==> src/ppmd_pkg.sv <==
// ----------------------------------------------------------------------------
// ppmd_pkg
// Types, codes and constants shared by the pulse train decoder, its shared
// subtractor and its port checker.
// ----------------------------------------------------------------------------
package ppmd_pkg;

    // Default channel limit of a frame.
    localparam int MAX_CHAN_DEF = 6;

    // Input event codes.
    localparam logic [1:0] REQ_PULSE   = 2'd0;
    localparam logic [1:0] REQ_TIMEOUT = 2'd1;
    localparam logic [1:0] REQ_TICK    = 2'd2;

    // Link modes as they appear on the output.
    localparam logic [1:0] MODE_WAIT = 2'd0;
    localparam logic [1:0] MODE_OK   = 2'd1;
    localparam logic [1:0] MODE_FS   = 2'd2;

    // Configuration register indexes.
    localparam int CFG_IDX_W = 3;
    localparam logic [CFG_IDX_W-1:0] CFG_PULSE_MIN     = 3'd0;
    localparam logic [CFG_IDX_W-1:0] CFG_PULSE_MAX     = 3'd1;
    localparam logic [CFG_IDX_W-1:0] CFG_SYNC_MIN      = 3'd2;
    localparam logic [CFG_IDX_W-1:0] CFG_FRAMES_NEEDED = 3'd3;
    localparam logic [CFG_IDX_W-1:0] CFG_FS_THROTTLE   = 3'd4;
    localparam logic [CFG_IDX_W-1:0] CFG_FS_NEUTRAL    = 3'd5;

    // Register reset values.
    localparam logic [15:0] RST_PULSE_MIN     = 16'd750;
    localparam logic [15:0] RST_PULSE_MAX     = 16'd2250;
    localparam logic [15:0] RST_SYNC_MIN      = 16'd5000;
    localparam logic [7:0]  RST_FRAMES_NEEDED = 8'd2;
    localparam logic [15:0] RST_FS_THROTTLE   = 16'd1000;
    localparam logic [15:0] RST_FS_NEUTRAL    = 16'd1500;

    // Frame encoding constants.
    localparam logic [15:0] PULSE_OFFSET = 16'd1000;
    localparam logic [7:0]  BIND_FLAG    = 8'h80;
    localparam logic [7:0]  GOOD_MAX     = 8'hff;

    typedef struct packed {
        logic [1:0]  req_type;
        logic [15:0] pulse_ticks;
        logic        bind_req;
    } t_in_item;

    typedef struct packed {
        logic [7:0] frame_byte;
        logic       last_byte;
        logic       from_failsafe;
        logic [1:0] link_state;
    } t_out_item;

endpackage

==> src/ppmd_sub.sv <==
// ----------------------------------------------------------------------------
// ppmd_sub
// Shared 16-bit subtractor with borrow out. It serves the pulse class
// compares and the offset removal of every channel value.
// ----------------------------------------------------------------------------
module ppmd_sub
    import ppmd_pkg::*;
(
    input  logic [15:0] i_a,
    input  logic [15:0] i_b,
    output logic [15:0] o_diff,
    output logic        o_borrow
);

    logic [16:0] w_full;

    // The top bit is set when i_b is greater than i_a.
    assign w_full   = {1'b0, i_a} - {1'b0, i_b};
    assign o_diff   = w_full[15:0];
    assign o_borrow = w_full[16];

endmodule

==> src/ppm_decode_to_serial_frame_top.sv <==
// ----------------------------------------------------------------------------
// ppm_decode_to_serial_frame_top
// PPM pulse train decoder that emits serial frames, one byte per beat.
// ----------------------------------------------------------------------------
// A captured pulse is taken in the idle state, then one subtractor performs
// the compares against pulse_min, pulse_max and sync_min in turn, and the sync
// compare state also updates the frame counters. A timeout is handled in the
// idle state, and so is a tick that sends nothing. When a frame is due, the
// block then sends 2 + 2 * channels bytes at up to one byte per cycle while
// the output is not stalled. The input is not ready until the last byte of a
// frame has been placed in the output register.
// ----------------------------------------------------------------------------
module ppm_decode_to_serial_frame_top
    import ppmd_pkg::*;
#(
    parameter int MAX_CHAN = MAX_CHAN_DEF
) (
    input  logic                 i_clk,
    input  logic                 i_rst_n,
    input  logic                 i_in_valid,
    output logic                 o_in_ready,
    input  t_in_item             i_in_data,
    output logic                 o_out_valid,
    input  logic                 i_out_ready,
    output t_out_item            o_out_data,
    input  logic                 i_cfg_valid,
    output logic                 o_cfg_ready,
    input  logic [CFG_IDX_W-1:0] i_cfg_index,
    input  logic [15:0]          i_cfg_data
);

    localparam int CNT_W = $clog2(MAX_CHAN + 2);
    localparam int IDX_W = (MAX_CHAN > 1) ? $clog2(MAX_CHAN) : 1;
    localparam logic [CNT_W-1:0] CNT_MAX  = CNT_W'(MAX_CHAN);
    localparam logic [CNT_W-1:0] CNT_SAT  = CNT_W'(MAX_CHAN + 1);

    typedef enum logic [7:0] {
        S_IDLE     = 8'b0000_0001,
        S_CMP_MIN  = 8'b0000_0010,
        S_CMP_MAX  = 8'b0000_0100,
        S_CMP_SYNC = 8'b0000_1000,
        S_HDR0     = 8'b0001_0000,
        S_HDR1     = 8'b0010_0000,
        S_CH_HI    = 8'b0100_0000,
        S_CH_LO    = 8'b1000_0000
    } t_state;

    t_state r_state;

    // Configuration registers.
    logic [15:0] r_pulse_min, r_pulse_max, r_sync_min;
    logic [7:0]  r_frames_needed;
    logic [15:0] r_fs_throttle, r_fs_neutral;

    // Link tracking state.
    logic [1:0]       r_mode;
    logic [7:0]       r_good;
    logic [CNT_W-1:0] r_seen;
    logic [CNT_W-1:0] r_last;
    logic [CNT_W-1:0] r_found;
    logic             r_bind;
    logic [15:0]      r_store [MAX_CHAN];

    // Working registers of one event.
    logic [15:0]      r_len;
    logic             r_ge_min;
    logic             r_le_max;
    logic             r_fs;
    logic [CNT_W-1:0] r_ch;
    logic [7:0]       r_lo_byte;

    // Output register.
    logic      r_out_valid;
    t_out_item r_out;

    // Shared subtractor.
    logic [15:0] w_a, w_b, w_diff;
    logic        w_borrow;
    logic [15:0] w_pval;

    ppmd_sub u_sub (
        .i_a     (w_a),
        .i_b     (w_b),
        .o_diff  (w_diff),
        .o_borrow(w_borrow)
    );

    always_comb begin
        if (r_fs) begin
            w_pval = (r_ch == '0) ? r_fs_throttle : r_fs_neutral;
        end else begin
            w_pval = r_store[r_ch[IDX_W-1:0]];
        end
    end

    always_comb begin
        case (r_state)
            S_CMP_MIN: begin
                w_a = r_len;
                w_b = r_pulse_min;
            end
            S_CMP_MAX: begin
                w_a = r_pulse_max;
                w_b = r_len;
            end
            S_CMP_SYNC: begin
                w_a = r_len;
                w_b = r_sync_min;
            end
            S_CH_HI: begin
                w_a = w_pval;
                w_b = PULSE_OFFSET;
            end
            default: begin
                w_a = r_len;
                w_b = r_pulse_min;
            end
        endcase
    end

    // Pulse classification and counter update, taken in the sync compare cycle.
    logic [CNT_W-1:0] n_seen, n_last, n_found;
    logic [7:0]       n_good;
    logic [1:0]       n_mode;
    logic             n_emit;
    logic             w_chan_pulse;

    assign w_chan_pulse = r_ge_min && r_le_max;

    always_comb begin
        logic good;
        good    = 1'b0;
        n_seen  = r_seen;
        n_good  = r_good;
        n_last  = r_last;
        n_found = r_found;
        n_mode  = r_mode;
        n_emit  = 1'b0;
        if (w_chan_pulse) begin
            if (r_seen < CNT_SAT) begin
                n_seen = r_seen + 1'b1;
            end
        end else if (!w_borrow) begin
            if (r_seen == r_last) begin
                if (r_good != GOOD_MAX) begin
                    n_good = r_good + 1'b1;
                end
                good = 1'b1;
            end else begin
                n_good = '0;
                n_last = (r_seen <= CNT_MAX) ? r_seen : '0;
            end
            n_seen = '0;
        end else begin
            n_good = '0;
            n_last = '0;
            n_seen = '0;
        end

        if (r_found == '0) begin
            if (n_good >= r_frames_needed) begin
                n_found = n_last;
                n_mode  = MODE_FS;
            end
        end else if (n_last != r_found) begin
            n_mode = MODE_FS;
        end else if (good) begin
            n_mode = MODE_OK;
            n_emit = 1'b1;
        end
    end

    // Byte that the current emit state offers.
    logic      w_load;
    logic      w_emitting;
    t_out_item n_out;

    assign w_emitting = (r_state == S_HDR0) || (r_state == S_HDR1) ||
                        (r_state == S_CH_HI) || (r_state == S_CH_LO);
    assign w_load     = w_emitting && (!r_out_valid || i_out_ready);

    always_comb begin
        n_out.from_failsafe = r_fs;
        n_out.link_state    = r_mode;
        n_out.last_byte     = 1'b0;
        case (r_state)
            S_HDR0: begin
                n_out.frame_byte = r_bind ? BIND_FLAG : 8'h00;
            end
            S_HDR1: begin
                n_out.frame_byte = 8'h00;
                n_out.last_byte  = (r_found == '0);
            end
            S_CH_HI: begin
                n_out.frame_byte = 8'(8'(r_ch) << 2) | {6'd0, w_diff[9:8]};
            end
            S_CH_LO: begin
                n_out.frame_byte = r_lo_byte;
                n_out.last_byte  = ((r_ch + 1'b1) == r_found);
            end
            default: begin
                n_out.frame_byte = 8'h00;
            end
        endcase
    end

    // Sequencer and link state.
    always_ff @(posedge i_clk) begin
        if (!i_rst_n) begin
            r_state <= S_IDLE;
            r_mode  <= MODE_WAIT;
            r_good  <= '0;
            r_seen  <= '0;
            r_last  <= '0;
            r_found <= '0;
            r_bind  <= 1'b0;
            r_fs    <= 1'b0;
            r_ch    <= '0;
        end else begin
            case (r_state)
                S_IDLE: begin
                    if (i_in_valid) begin
                        case (i_in_data.req_type)
                            REQ_PULSE: begin
                                r_state <= S_CMP_MIN;
                            end
                            REQ_TIMEOUT: begin
                                if (r_mode != MODE_WAIT) begin
                                    r_mode <= MODE_FS;
                                    r_good <= '0;
                                    r_seen <= '0;
                                end
                            end
                            REQ_TICK: begin
                                r_bind <= i_in_data.bind_req;
                                if (r_mode == MODE_FS && r_found != '0) begin
                                    r_fs    <= 1'b1;
                                    r_state <= S_HDR0;
                                end
                            end
                            default: begin
                            end
                        endcase
                    end
                end
                S_CMP_MIN: begin
                    r_state <= S_CMP_MAX;
                end
                S_CMP_MAX: begin
                    r_state <= S_CMP_SYNC;
                end
                S_CMP_SYNC: begin
                    r_seen  <= n_seen;
                    r_good  <= n_good;
                    r_last  <= n_last;
                    r_found <= n_found;
                    r_mode  <= n_mode;
                    r_fs    <= 1'b0;
                    r_state <= n_emit ? S_HDR0 : S_IDLE;
                end
                S_HDR0: begin
                    if (w_load) begin
                        r_state <= S_HDR1;
                    end
                end
                S_HDR1: begin
                    if (w_load) begin
                        r_ch    <= '0;
                        r_state <= (r_found == '0) ? S_IDLE : S_CH_HI;
                    end
                end
                S_CH_HI: begin
                    if (w_load) begin
                        r_state <= S_CH_LO;
                    end
                end
                S_CH_LO: begin
                    if (w_load) begin
                        r_ch    <= r_ch + 1'b1;
                        r_state <= ((r_ch + 1'b1) == r_found) ? S_IDLE : S_CH_HI;
                    end
                end
                default: begin
                    r_state <= S_IDLE;
                end
            endcase
        end
    end

    // Event payload, compare results and pulse store.
    always_ff @(posedge i_clk) begin
        if (r_state == S_IDLE && i_in_valid) begin
            r_len <= i_in_data.pulse_ticks;
        end
        if (r_state == S_CMP_MIN) begin
            r_ge_min <= !w_borrow;
        end
        if (r_state == S_CMP_MAX) begin
            r_le_max <= !w_borrow;
        end
        if (r_state == S_CMP_SYNC && w_chan_pulse && r_seen < CNT_MAX) begin
            r_store[r_seen[IDX_W-1:0]] <= r_len;
        end
        if (r_state == S_CH_HI) begin
            r_lo_byte <= w_diff[7:0];
        end
    end

    // Configuration registers.
    always_ff @(posedge i_clk) begin
        if (!i_rst_n) begin
            r_pulse_min     <= RST_PULSE_MIN;
            r_pulse_max     <= RST_PULSE_MAX;
            r_sync_min      <= RST_SYNC_MIN;
            r_frames_needed <= RST_FRAMES_NEEDED;
            r_fs_throttle   <= RST_FS_THROTTLE;
            r_fs_neutral    <= RST_FS_NEUTRAL;
        end else if (i_cfg_valid) begin
            case (i_cfg_index)
                CFG_PULSE_MIN:     r_pulse_min     <= i_cfg_data;
                CFG_PULSE_MAX:     r_pulse_max     <= i_cfg_data;
                CFG_SYNC_MIN:      r_sync_min      <= i_cfg_data;
                CFG_FRAMES_NEEDED: r_frames_needed <= i_cfg_data[7:0];
                CFG_FS_THROTTLE:   r_fs_throttle   <= i_cfg_data;
                CFG_FS_NEUTRAL:    r_fs_neutral    <= i_cfg_data;
                default: begin
                end
            endcase
        end
    end

    // Output register: the byte waits here while the sequencer moves on.
    always_ff @(posedge i_clk) begin
        if (!i_rst_n) begin
            r_out_valid <= 1'b0;
        end else if (w_load) begin
            r_out_valid <= 1'b1;
        end else if (i_out_ready) begin
            r_out_valid <= 1'b0;
        end
    end

    always_ff @(posedge i_clk) begin
        if (w_load) begin
            r_out <= n_out;
        end
    end

    assign o_in_ready  = (r_state == S_IDLE);
    assign o_out_valid = r_out_valid;
    assign o_out_data  = r_out;
    assign o_cfg_ready = 1'b1;

endmodule

==> config.mk <==
export PLATFORM = sky130hd
export DESIGN_NAME = ppm_decode_to_serial_frame_top
export DESIGN_NICKNAME = d
export VERILOG_FILES = /design/src/ppmd_pkg.sv /design/src/ppmd_sub.sv /design/src/ppm_decode_to_serial_frame_top.sv
export SDC_FILE = /design/constraint.sdc
export NUM_CORES = 1
export LEC_CHECK = 0
export BUFFER_PORTS_ARGS = -buffer_cell sky130_fd_sc_hd__buf_2
export CORE_UTILIZATION = 45
export CTS_CLUSTER_DIAMETER = 120
export DETAILED_ROUTE_END_ITERATION = 10
export HOLD_SLACK_MARGIN = 0.05
export PLACE_DENSITY_LB_ADDON = 0.1
export SETUP_SLACK_MARGIN = 0.5
export SYNTH_ARGS = -nofsm -noshare
export SYNTH_HDL_FRONTEND = slang
export SYNTH_SLANG_ARGS = --single-unit
==> constraint.sdc <==
create_clock -name i_clk -period 9.97 [get_ports i_clk]
set_input_delay 1.4955 -clock i_clk [delete_from_list [all_inputs] [get_ports i_clk]]
set_output_delay 1.4955 -clock i_clk [all_outputs]
set_load 0.1 [all_outputs]
==> summary.md <==
| Metric | Value |
|---|---|
| Nets@finish | `about 1.2k` |
| Starting density of the core | `45.81%` |
| Syn Inst Count | `about 1.1k` |
| CTS buffer count | `28` |
| Relative slew slack | `between 20% and 30%` |
| Crit. Startpoint | `r_state[0]$_SDFFE_PN1P_` |
| Vias in the first global route | `7,933` |
| Root buffer selected by CTS | `clkbuf_16` |
| Cts hold-fix bufs | `0` |
| Layout cells sized above 1 | `13.29%` |
| Chip width | `161.9 um` |
| Yosys top cell by area | `edfxtp_1` |
| Post-synth ARST share | `0%` |
| Reg clk slew, reported paths | `0.06 ns` |
| First-pass GRT wire length | `44,940 um` |
| Post-synth cell types | `65` |
| Final setup violation count | `0` |
| Most instantiated cells after synthesis | `nand2_1, edfxtp_1, dfxtp_1` |
| Leak pwr | `4.745 nW` |
| Slew Viols, Final | `0` |
| Core Region | `25,110 um2` |
| MaxCap Viol Count | `0` |
| Hold Vio Cnt, Final | `0` |
| Total wire length | `28,490 um` |
| R2r startpoint | `r_state[0]$_SDFFE_PN1P_` |
| Unrepaired setup endpoints after global routing | `false` |
| # H-tree levels | `1` |
| Top-count cell post-synth | `nand2_1` |
| Final period demand of the worst path | `6.696 ns` |
| Dpl cells | `1,452` |
| Dpl hpwl | `19,390 um` |
| Crit Path Category | `reg -> reg` |
| Util after Layout | `around half` |
| Skew final | `0.01542 ns` |
| Synthesized Nets | `between 1k and 1.5k` |
| Maximum VDD drop | `0.1229 mV` |
| Crit share post-route | `67.16%` |
| Tot GR Track Use | `22.18%` |
| Largest net degree at the start of global routing | `84` |
| Synth area leaders | `edfxtp_1, dfxtp_1, nand2_1, a21oi_1, ha_1` |
| Sequential element share of the synthesized area | `56.56%` |
| Yosys reg bits | `about 260` |
| Setup TNS | `0 ns` |
| DR iter-0 viols | `744` |
| WHS | `0.4529 ns` |
| Outcome | `finished clean` |
| Num Clock Sinks | `258` |
| First-pass DRT Iterations | `7` |
| Die height | `161.9 um` |
| Hold Path Origin | `r_fs_throttle[4]$_SDFFE_PN0P_` |
| Placer Congestion | `0.8525` |
| CP Max Fanout | `20` |
| Critical path arrival | `7.08 ns` |
| Number of antenna violations at the first check in global routing | `0` |
| Row Count | `58` |
| FILL cells | `~2.3k` |
| GRT Residual Overflow | `0` |
| Vias | `8,324` |
| DR WL/cell | `between 15 and 20 um` |
| Pwr Density | `188.2 nW/um2` |
| Met2 Wirelength | `11,840 um` |
| Proportion of netlist area held by the largest area contributor | `34.98%` |
| Worst min path class | `reg -> reg` |
| Max layer used | `met4` |
| Setup Fix Bufs, Post-CTS | `0` |
| Ys flop type | `edfxtp_1` |
| Metal-1 WL | `14,520 um` |
| Io pins | `58` |
| CTS Buffer Depth | `3` |
| Vias per cell | `5.535` |
| Die area | `26,210 um2` |
| EDFF count, synth | `approximately 130` |
| Post-CTS sizing | `0` |
| Synthesized cell area | `11,500 um2` |
| Finished Layout Cells | `1,504` |
| Startpoint types | `flip-flop` |
| Pre-CTS setup slack | `3.389 ns` |
| Min setup slack post-route | `around 3.3 ns` |
| Post-DRT Antenna Nets | `0` |
| Highest Clock Rate | `149.3 MHz` |
| Critical Path RT | `a little over 10 ns` |
| CTS tree | `built` |
| Drc violations | `0` |
| Diodes inserted | `0` |
| Worst setup EP type | `flip-flop` |
| Met3 Routed Length | `~1600 um` |
| Port-buffer cells | `56` |
| Area Growth Syn to Fin | `12.67%` |
| Synth Warn # | `0` |
| Dpl cell area | `12,090 um2` |
| Worst-skew pair later-pin latency | `0.54 ns` |
| Worst-Margin Slew | `around 1.2 ns` |
| Design Area, Final | `about 13,000 um2` |
| Total power | `2.439 mW` |
| Avg Cell Area, Syn | `10.35 um2` |
==> layout by cell type, fill, tap and decap left out, types with 5 or more instances in the layout <==
| cell | netlist | layout |
|---|---|---|
| a211oi_1 | 10 | 10 |
| a21oi_1 | 99 | 99 |
| a221o_1 | 6 | 6 |
| a222oi_1 | 10 | 10 |
| a22oi_1 | 24 | 24 |
| and2_1 | 8 | 8 |
| buf_2 | 0 | 56 |
| buf_4 | 3 | 17 |
| clkbuf_16 | 0 | 29 |
| clkinv_1 | 0 | 5 |
| clkinv_2 | 0 | 9 |
| dfxtp_1 | 124 | 123 |
| edfxtp_1 | 134 | 134 |
| ha_1 | 29 | 29 |
| inv_1 | 21 | 20 |
| mux2_2 | 6 | 6 |
| mux2i_1 | 33 | 33 |
| mux4_2 | 16 | 16 |
| nand2_1 | 221 | 221 |
| nand2b_1 | 6 | 6 |
| nand3_1 | 45 | 45 |
| nor2_1 | 81 | 81 |
| nor2b_1 | 13 | 12 |
| nor3_1 | 17 | 16 |
| nor4_2 | 1 | 5 |
| o21ai_0 | 51 | 51 |
| o21ai_1 | 6 | 6 |
| xnor2_1 | 10 | 10 |
| xor2_1 | 11 | 11 |
==> power by group <==
part | total, mW | switching, mW | internal, mW
clock network | 0.960 | 0.403 | 0.558
registers | 1.22 | 0.0476 | 1.17
logic | 0.257 | 0.175 | 0.0821
total | 2.44 | 0.625 | 1.81
==> path summary, 6_finish.rpt <==
kind	end	slack, ns	cells past startpoint
setup / recovery	r_mode[1]$_SDFFE_PN0P_	3.27	25
hold / removal	r_fs_throttle[4]$_SDFFE_PN0P_	0.45	2
setup reg to reg	r_mode[1]$_SDFFE_PN0P_	3.27	25
hold reg to reg	r_fs_throttle[4]$_SDFFE_PN0P_	0.45	2
==> flip-flops by register name, indices dropped and copies added, names as in the netlist, 8 cells and up, named ones only <==
register / cells
r_frames_needed: 8
r_pulse_min: 16
r_pulse_max: 16
r_len: 16
r_lo_byte: 8
r_state: 8
r_fs_throttle: 16
o_out_data: 12
r_good: 8
r_sync_min: 16
r_fs_neutral: 16
r_store: 96
==> area by class of cell <==
type | count | area [um2] | share of cell area, %
flip-flops and latches | 258 | 6507 | 50.21
multi-input cells | 768 | 4678 | 36.09
clock buffers | 37 | 795.8 | 6.140
well taps | 330 | 412.9 | 3.186
repair buffers | 73 | 407.9 | 3.147
inverters | 23 | 86.33 | 0.6661
clock inverters | 15 | 72.57 | 0.5599
==> worst max-delay path, cell delays in order (launching register included) <==
cell	delay [ns]
dfxtp_1	0.35
nor2_1	0.30
nand2_1	0.15
nor2_1	0.11
nand3_1	0.57
inv_1	0.81
nor2_1	0.45
a221oi_1	0.36
ha_1	0.21
inv_1	0.05
fa_1	0.40
a21o_1	0.22
o21ai_1	0.17
a21o_2	0.20
a21oi_2	0.11
and2_1	0.22
nor2_1	0.35
nor2_1	0.12
ha_1	0.28
nor2b_1	0.12
o21ai_0	0.16
a21oi_1	0.08
o41a_1	0.37
nor2_1	0.17
or3_1	0.14
a21oi_2	0.05
==> cell families after synthesis <==
| logic type | after synthesis | share of synthesized area [%] |
|---|---|---|
| AO/OA/AOI/OAI | 239 | 12.77 |
| XOR/XNOR | 21 | 1.599 |
| flip-flops | 258 | 56.56 |
| buffers and inverters | 85 | 3.111 |
| adder cells (fa/ha/maj) | 30 | 3.328 |
| AND/OR/NAND/NOR | 422 | 16.01 |
| other | 1 | 0.03260 |
| multiplexers | 55 | 6.591 |
==> routing by layer <==
layer	up-vias	global-route usage, %
met5	-	0
met4	0	5.360
li1	4097	-
met2	233	32.05
met3	33	2.477
met1	3961	35.13
No activity file was read; power rests on OpenSTA's default activity.
